`src/u16nl_pkg.sv`:
```
package u16nl_pkg;

    localparam logic [7:0] CH_CR  = 8'h0D;
    localparam logic [7:0] CH_LF  = 8'h0A;
    localparam logic [7:0] CH_NUL = 8'h00;

    // line ending conventions
    localparam logic [1:0] FMT_WIN  = 2'd0;
    localparam logic [1:0] FMT_UNIX = 2'd1;
    localparam logic [1:0] FMT_MAC  = 2'd2;

    // register indexes
    localparam logic [1:0] REG_SOURCE = 2'd0;
    localparam logic [1:0] REG_TARGET = 2'd1;
    localparam logic [1:0] REG_SWAP   = 2'd2;

    // byte position of the character in a newline unit
    localparam logic POS_FIRST  = 1'b0;
    localparam logic POS_SECOND = 1'b1;

    localparam int QDEPTH = 4;
    localparam int QAW    = $clog2(QDEPTH);

    typedef struct packed {
        logic [7:0] first_byte;
        logic [7:0] second_byte;
    } unit_t;

    typedef struct packed {
        logic [7:0] out_first_byte;
        logic [7:0] out_second_byte;
        logic       run_end;
    } result_t;

    typedef struct packed {
        logic [1:0] source_format;
        logic [1:0] target_format;
        logic       swap_enable;
    } cfg_t;

    // classified item passed from front to back
    typedef struct packed {
        logic [7:0] b0;
        logic [7:0] b1;
        logic       newline;
        logic       pos;
    } op_t;

endpackage

```
`src/u16nl_front.sv`:
```
module u16nl_front (
    input  logic            clk,
    input  logic            rst_n,
    input  u16nl_pkg::cfg_t cfg,
    input  u16nl_pkg::unit_t unit,
    input  logic            accept,
    output logic            op_push,
    output u16nl_pkg::op_t  op
);
    import u16nl_pkg::*;

    logic pos_reg, pos_next;
    logic pend_reg, pend_next;
    logic hit_cr, hit_lf;
    logic newline, drop;

    always_comb
    begin
        hit_cr    = (unit.first_byte == CH_CR) || (unit.second_byte == CH_CR);
        hit_lf    = (unit.first_byte == CH_LF) || (unit.second_byte == CH_LF);
        newline   = 1'b0;
        drop      = 1'b0;
        pend_next = 1'b0;
        if (cfg.source_format == FMT_WIN)
        begin
            if (pend_reg)
                newline = 1'b1;
            else if (hit_cr)
            begin
                drop      = 1'b1;
                pend_next = 1'b1;
            end
        end
        else if (cfg.source_format == FMT_UNIX)
            newline = hit_lf;
        else if (cfg.source_format == FMT_MAC)
            newline = hit_cr;

        pos_next = pos_reg;
        if (newline)
        begin
            if (unit.first_byte == CH_NUL)
                pos_next = POS_SECOND;
            else if (unit.second_byte == CH_NUL)
                pos_next = POS_FIRST;
        end
    end

    always_ff @(posedge clk or negedge rst_n)
    begin
        if (!rst_n)
        begin
            pos_reg  <= POS_SECOND;
            pend_reg <= 1'b0;
        end
        else if (accept)
        begin
            pos_reg  <= pos_next;
            pend_reg <= pend_next;
        end
    end

    assign op_push    = accept && !drop;
    assign op.b0      = unit.first_byte;
    assign op.b1      = unit.second_byte;
    assign op.newline = newline;
    assign op.pos     = pos_next;

endmodule

```
`src/u16nl_queue.sv`:
```
module u16nl_queue (
    input  logic           clk,
    input  logic           rst_n,
    input  logic           wr,
    input  u16nl_pkg::op_t wr_data,
    input  logic           rd,
    output u16nl_pkg::op_t rd_data,
    output logic           q_full,
    output logic           q_empty
);
    import u16nl_pkg::*;

    op_t            mem [QDEPTH];
    logic [QAW-1:0] wp_reg, rp_reg;
    logic [QAW:0]   cnt_reg;

    always_ff @(posedge clk)
    begin
        if (wr)
            mem[wp_reg] <= wr_data;
    end

    always_ff @(posedge clk or negedge rst_n)
    begin
        if (!rst_n)
        begin
            wp_reg  <= '0;
            rp_reg  <= '0;
            cnt_reg <= '0;
        end
        else
        begin
            if (wr)
                wp_reg <= wp_reg + 1'b1;
            if (rd)
                rp_reg <= rp_reg + 1'b1;
            if (wr && !rd)
                cnt_reg <= cnt_reg + 1'b1;
            else if (rd && !wr)
                cnt_reg <= cnt_reg - 1'b1;
        end
    end

    assign rd_data = mem[rp_reg];
    assign q_full  = (cnt_reg == (QAW+1)'(QDEPTH));
    assign q_empty = (cnt_reg == '0);

endmodule

```
`src/u16nl_back.sv`:
```
module u16nl_back (
    input  logic              clk,
    input  logic              rst_n,
    input  u16nl_pkg::cfg_t   cfg,
    input  u16nl_pkg::op_t    op,
    input  logic              op_empty,
    output logic              op_pop,
    input  logic              pop,
    output logic              empty,
    output u16nl_pkg::result_t result
);
    import u16nl_pkg::*;

    logic    valid_reg;
    logic    phase_reg, phase_next;
    result_t res_reg, res_next;
    logic    load;
    logic    two;
    logic [7:0] u0, u1, nl_byte;
    logic    last;

    assign load = !op_empty && (!valid_reg || pop);
    assign two  = op.newline && (cfg.target_format == FMT_WIN);

    always_comb
    begin
        nl_byte = (cfg.target_format == FMT_MAC) ? CH_CR : CH_LF;
        u0      = op.b0;
        u1      = op.b1;
        last    = 1'b1;
        if (two)
        begin
            if (!phase_reg)
            begin
                last = 1'b0;
                if (op.pos == POS_FIRST) u0 = CH_CR;
                else                     u1 = CH_CR;
            end
            else if (op.pos == POS_FIRST)
            begin
                u0 = CH_LF;
                u1 = CH_NUL;
            end
            else
            begin
                u0 = CH_NUL;
                u1 = CH_LF;
            end
        end
        else if (op.newline)
        begin
            if (op.pos == POS_FIRST) u0 = nl_byte;
            else                     u1 = nl_byte;
        end
        res_next.out_first_byte  = cfg.swap_enable ? u1 : u0;
        res_next.out_second_byte = cfg.swap_enable ? u0 : u1;
        res_next.run_end         = last;
        phase_next = two && !phase_reg;
    end

    always_ff @(posedge clk)
    begin
        if (load)
            res_reg <= res_next;
    end

    always_ff @(posedge clk or negedge rst_n)
    begin
        if (!rst_n)
        begin
            valid_reg <= 1'b0;
            phase_reg <= 1'b0;
        end
        else
        begin
            if (load)
            begin
                valid_reg <= 1'b1;
                phase_reg <= phase_next;
            end
            else if (pop)
                valid_reg <= 1'b0;
        end
    end

    assign op_pop = load && !phase_next;
    assign empty  = !valid_reg;
    assign result = res_reg;

endmodule

```
`src/utf16_newline_converter_core.sv`:
```
// Channel  | Handshake             | Payload
// ---------+-----------------------+-------------------------------------------
// unit     | push in / full out    | first_byte, second_byte
// result   | empty out / pop in    | out_first_byte, out_second_byte, run_end
// config   | cfg_write in          | cfg_index (0 source, 1 target, 2 swap), cfg_data
//
// One item per cycle in while full is low, one result per cycle out while pop
// is held. An accepted item passes through the op queue and the output
// register to the result port. A newline with a win target yields two results
// and holds the back end until both are issued; the 4-entry op queue absorbs
// isolated ones, while a dense run of them, or pop held low, fills the queue
// and full stalls input. A swallowed CR takes no queue entry and yields no
// result. Reset clears queue, output valid flag, line state and config to defaults.
module utf16_newline_converter_core (
    input  logic               clk,
    input  logic               rst_n,
    input  logic               push,
    output logic               full,
    input  u16nl_pkg::unit_t   unit,
    output logic               empty,
    input  logic               pop,
    output u16nl_pkg::result_t result,
    input  logic               cfg_write,
    input  logic [1:0]         cfg_index,
    input  logic [1:0]         cfg_data
);
    import u16nl_pkg::*;

    cfg_t cfg_reg;
    op_t  front_op, head_op;
    logic accept;
    logic op_push, op_pop;
    logic q_full, q_empty;

    // configuration registers
    always_ff @(posedge clk or negedge rst_n)
    begin
        if (!rst_n)
        begin
            cfg_reg.source_format <= FMT_UNIX;
            cfg_reg.target_format <= FMT_UNIX;
            cfg_reg.swap_enable   <= 1'b0;
        end
        else if (cfg_write)
        begin
            unique case (cfg_index)
                REG_SOURCE: cfg_reg.source_format <= cfg_data;
                REG_TARGET: cfg_reg.target_format <= cfg_data;
                REG_SWAP:   cfg_reg.swap_enable   <= cfg_data[0];
                default:    ;
            endcase
        end
    end

    // input is held off only while the op queue is full
    assign full   = q_full;
    assign accept = push && !q_full;

    u16nl_front u_front (
        .clk     (clk),
        .rst_n   (rst_n),
        .cfg     (cfg_reg),
        .unit    (unit),
        .accept  (accept),
        .op_push (op_push),
        .op      (front_op)
    );

    u16nl_queue u_queue (
        .clk     (clk),
        .rst_n   (rst_n),
        .wr      (op_push),
        .wr_data (front_op),
        .rd      (op_pop),
        .rd_data (head_op),
        .q_full  (q_full),
        .q_empty (q_empty)
    );

    u16nl_back u_back (
        .clk      (clk),
        .rst_n    (rst_n),
        .cfg      (cfg_reg),
        .op       (head_op),
        .op_empty (q_empty),
        .op_pop   (op_pop),
        .pop      (pop),
        .empty    (empty),
        .result   (result)
    );

endmodule
```
`config.mk`:
```
export PLATFORM = sky130hd
export DESIGN_NAME = utf16_newline_converter_core
export DESIGN_NICKNAME = d
export VERILOG_FILES = /design/src/u16nl_pkg.sv /design/src/u16nl_front.sv /design/src/u16nl_queue.sv /design/src/u16nl_back.sv /design/src/utf16_newline_converter_core.sv
export SDC_FILE = /design/constraint.sdc
export NUM_CORES = 1
export LEC_CHECK = 0
export BUFFER_PORTS_ARGS = -buffer_cell sky130_fd_sc_hd__buf_4
export CAP_MARGIN = 10
export CORE_AREA = 3 3 94 96
export CTS_CLUSTER_SIZE = 40
export DETAILED_ROUTE_END_ITERATION = 8
export DIE_AREA = 0 0 97 99
export MAX_ROUTING_LAYER = met4
export PLACE_DENSITY = 0.76
export SETUP_SLACK_MARGIN = 0.5
export SLEW_MARGIN = 25
export SYNTH_ARGS = -nofsm -noshare
export SYNTH_HDL_FRONTEND = slang
export SYNTH_HIERARCHICAL = 1
export SYNTH_SLANG_ARGS = --single-unit
```
`constraint.sdc`:
```
create_clock -name clk -period 3.8 [get_ports clk]
set_clock_uncertainty 0.05 [all_clocks]
set_input_delay 0.38 -clock clk [delete_from_list [all_inputs] [get_ports clk]]
set_output_delay 0.38 -clock clk [all_outputs]
set_load 0.005 [all_outputs]
```
==> impl_metrics.yaml <==
status:
  status: "completed"
routing:
  route.detailed.drc: 0
  drt_first_pass_iters: 4
  antenna_left: 0
  routed_wl_mm: 8.17
  via_per_inst: 5.85
  drtIter0Drc: 147
  wire_per_inst_um: 19.0
  vias: 2516
sta:
  maxSlewViolCount: 0
  setup_viol: 0
  period_share: 0.745
  timing.slew.headroom: 0.352
  period_minus_slack_ns: 2.83
  fin_tns_setup_ns: 0
  worst_pin_slew_ns: 0.972
  finalHoldViolCount: 0
  fmax_mhz: 353
  whs_ns: 0.180
  rsz0062_at_grt: "false"
power:
  power_density_nw_per_um2: 750
  vdd_ir_drop_max_mv: 0.281
  power.leakage_nw: 1.84
setup_path:
  worst_ep_arrival_time_ns: 3.03
  cp_cell_sequence: "mux4_2, nand2b_1, nor3_1, nor2b_1, inv_1, ha_1, inv_1, fa_1, mux2_2"
  crit_path_frequent_cell: "inv_1"
  cpPeakStageDelay_ns: 0.67
  crit_type: "reg2reg"
  worstSetupStartpointType: "flop"
  cp_top_family: "multiplexers"
  cp.required_ns: 4.00
  cp_slowest_cell: "mux4_2"
  critPathMaxFanout: 18
  path_buf_inv: 2
  endpoint_kind: "flop"
floorplanning:
  dieArea_um2: 9600
  die_h_um: 99
  fp.coreArea_um2: 8130
  rows: 33
  die_w_um: 97
  io_pins: 44
  start_util: 0.575
synth:
  synth_edf_count: 89
  postSynthAreaPerCell_um2: 16.1
  synth_top_area_frac: 0.571
  ys_dominant_reg_cell: "edfxtp_1"
  postSynthCellCount: 291
  synth_fp_nets: 322
  syn-cell-area_um2: 4680
  ys_seq_area_frac: 0.658
  post_synth_num_cell_types: 49
  synthArstFlopShare: 0.152
  synthTopCellsByArea: "edfxtp_1 (57%), mux4_2 (8.7%), dfrtp_1 (7.0%)"
  post-synth-top-area-cell: "edfxtp_1"
  ys_ff_latch: 105
  synth_warnings: 6
place:
  hpwl_mm: 5.49
  post-place-cells: 413
  gp_congestion: 0.869
  io_buffers: 43
clock_tree:
  cts_buffers: 9
  clock_path_buffers: 2
  post-cts-setup-buffers: 0
  clk_latency_ns: 0.36
  h-tree-depth: 3
  root_buffer: "clkbuf_8"
  clk_pin_slew_ns: 0.10
  cts_sinks: 105
  cts_tree: "built"
global_routing:
  grt_usage: 0.190
  grt_max_degree: 26
  first_global_vias: 2579
  grt-ovfl-total: 0
  antenna_found_initial: 0
  grt_pass1_wl_mm: 13.5
final_layout:
  final_nets: 351
  drive_gt1_frac: 0.280
  final_cell_mix: "edfxtp_1 (89), buf_4 (45), mux4_2 (18)"
  synthToLayoutAreaGrowth_pct: 10.4
  final_common_cell: "edfxtp_1"
  finalNonFillerCells: 430
  num_antenna_cells: 0
  largest_register_ffs: 72
min_path:
  hp-class: "in2reg"
job:
  maxCapViolations: 0
[final cells by class]
cell class	instances	area, um2
sequential	105	3080
tap	105	131
fill	612	2970
clock buffer	10	128
timing repair buffer	46	348
clock inverter	6	66.3
multi-input combinational	148	1370
inverter	10	37.5
[logic make-up after synthesis]
kind of cell             count (synthesis)  share of synthesized area
AO/OA/AOI/OAI                           49                     0.0714
XOR/XNOR                                 8                     0.0150
adder cells (fa/ha/maj)                  6                     0.0177
buffers and inverters                   38                     0.0508
flip-flops                             105                      0.658
multiplexers                            31                      0.117
AND/OR/NAND/NOR                         54                     0.0706
[Yosys cell counts (3+ instances only)]
cell      count
and2_1        6
a21oi_1      11
nor3_1        6
xor2_1        4
nor2_1        6
o22ai_1       8
mux4_2       18
mux2i_1       5
ha_1          5
mux2_1        5
o21ai_0       8
buf_4        20
xnor2_1       4
inv_1         8
a221o_1       4
nor2b_1       9
mux2_2        3
dfrtp_1      13
nand3_1       3
and3_1        6
edfxtp_1     89
a31oi_1       3
dfstp_2       3
buf_2         4
nand2_1       6
[through the flow]
step / instance area [um2] / setup slack [ns] / power [mW] / util
after floorplan: 4680 / 0.915 / 2.80 / -
after global placement: 4950 / 1.03 / 3.17 / 0.609
after detailed placement: 4950 / 0.910 / 3.22 / 0.609
after CTS: 5150 / 0.915 / 3.90 / 0.634
after global routing: 5160 / 0.725 / 4.11 / 0.635
final: 5160 / 0.969 / 3.87 / 0.635
[per-layer routing]
layer / track usage / vias up / wire (um)
met5: - / - / 0
met4: 0.0680 / 0 / 100
met3: 0.0375 / 8 / 470
met2: 0.312 / 67 / 4290
met1: 0.238 / 1271 / 3310
li1: - / 1170 / -
[path summary, 6_finish.rpt]
check | start | endpoint | slack, ns | cells after the start
max | u_queue/rp_reg[0]$_DFFE_PN0P_ | u_queue/cnt_reg[1]$_DFFE_PN0P_ | 0.97 | 9
min | unit[12] | u_queue/mem[2][14]$_DFFE_PP_ | 0.18 | 1
max reg2reg | u_queue/rp_reg[0]$_DFFE_PN0P_ | u_queue/cnt_reg[1]$_DFFE_PN0P_ | 0.97 | 9
min reg2reg | u_queue/cnt_reg[2]$_DFFE_PN0P_ | u_queue/cnt_reg[2]$_DFFE_PN0P_ | 0.45 | 1
max in group asynchronous | rst_n | u_front/pos_reg$_DFFE_PN1P_ | 3.08 | 2
min in group asynchronous | rst_n | cfg_reg[0]$_DFFE_PN0P_ | 0.36 | 2
[power by group]
part / leakage, nW / internal [mW] / switching [mW]
logic: 0.735 / 0.665 / 0.756
registers: 1.01 / 1.65 / 0.130
clock network: 0.0905 / 0.306 / 0.365
total: 1.84 / 2.62 / 1.25
[repair_timing]
item / 4_1_cts / 5_1_grt
endpoints found under the hold margin: 13 / 0
hold buffers: 1 / 0
gates resized for setup: 0 / 0
setup endpoints to repair: 0 / 0
Note: power is estimated with default switching activity, not from simulation.
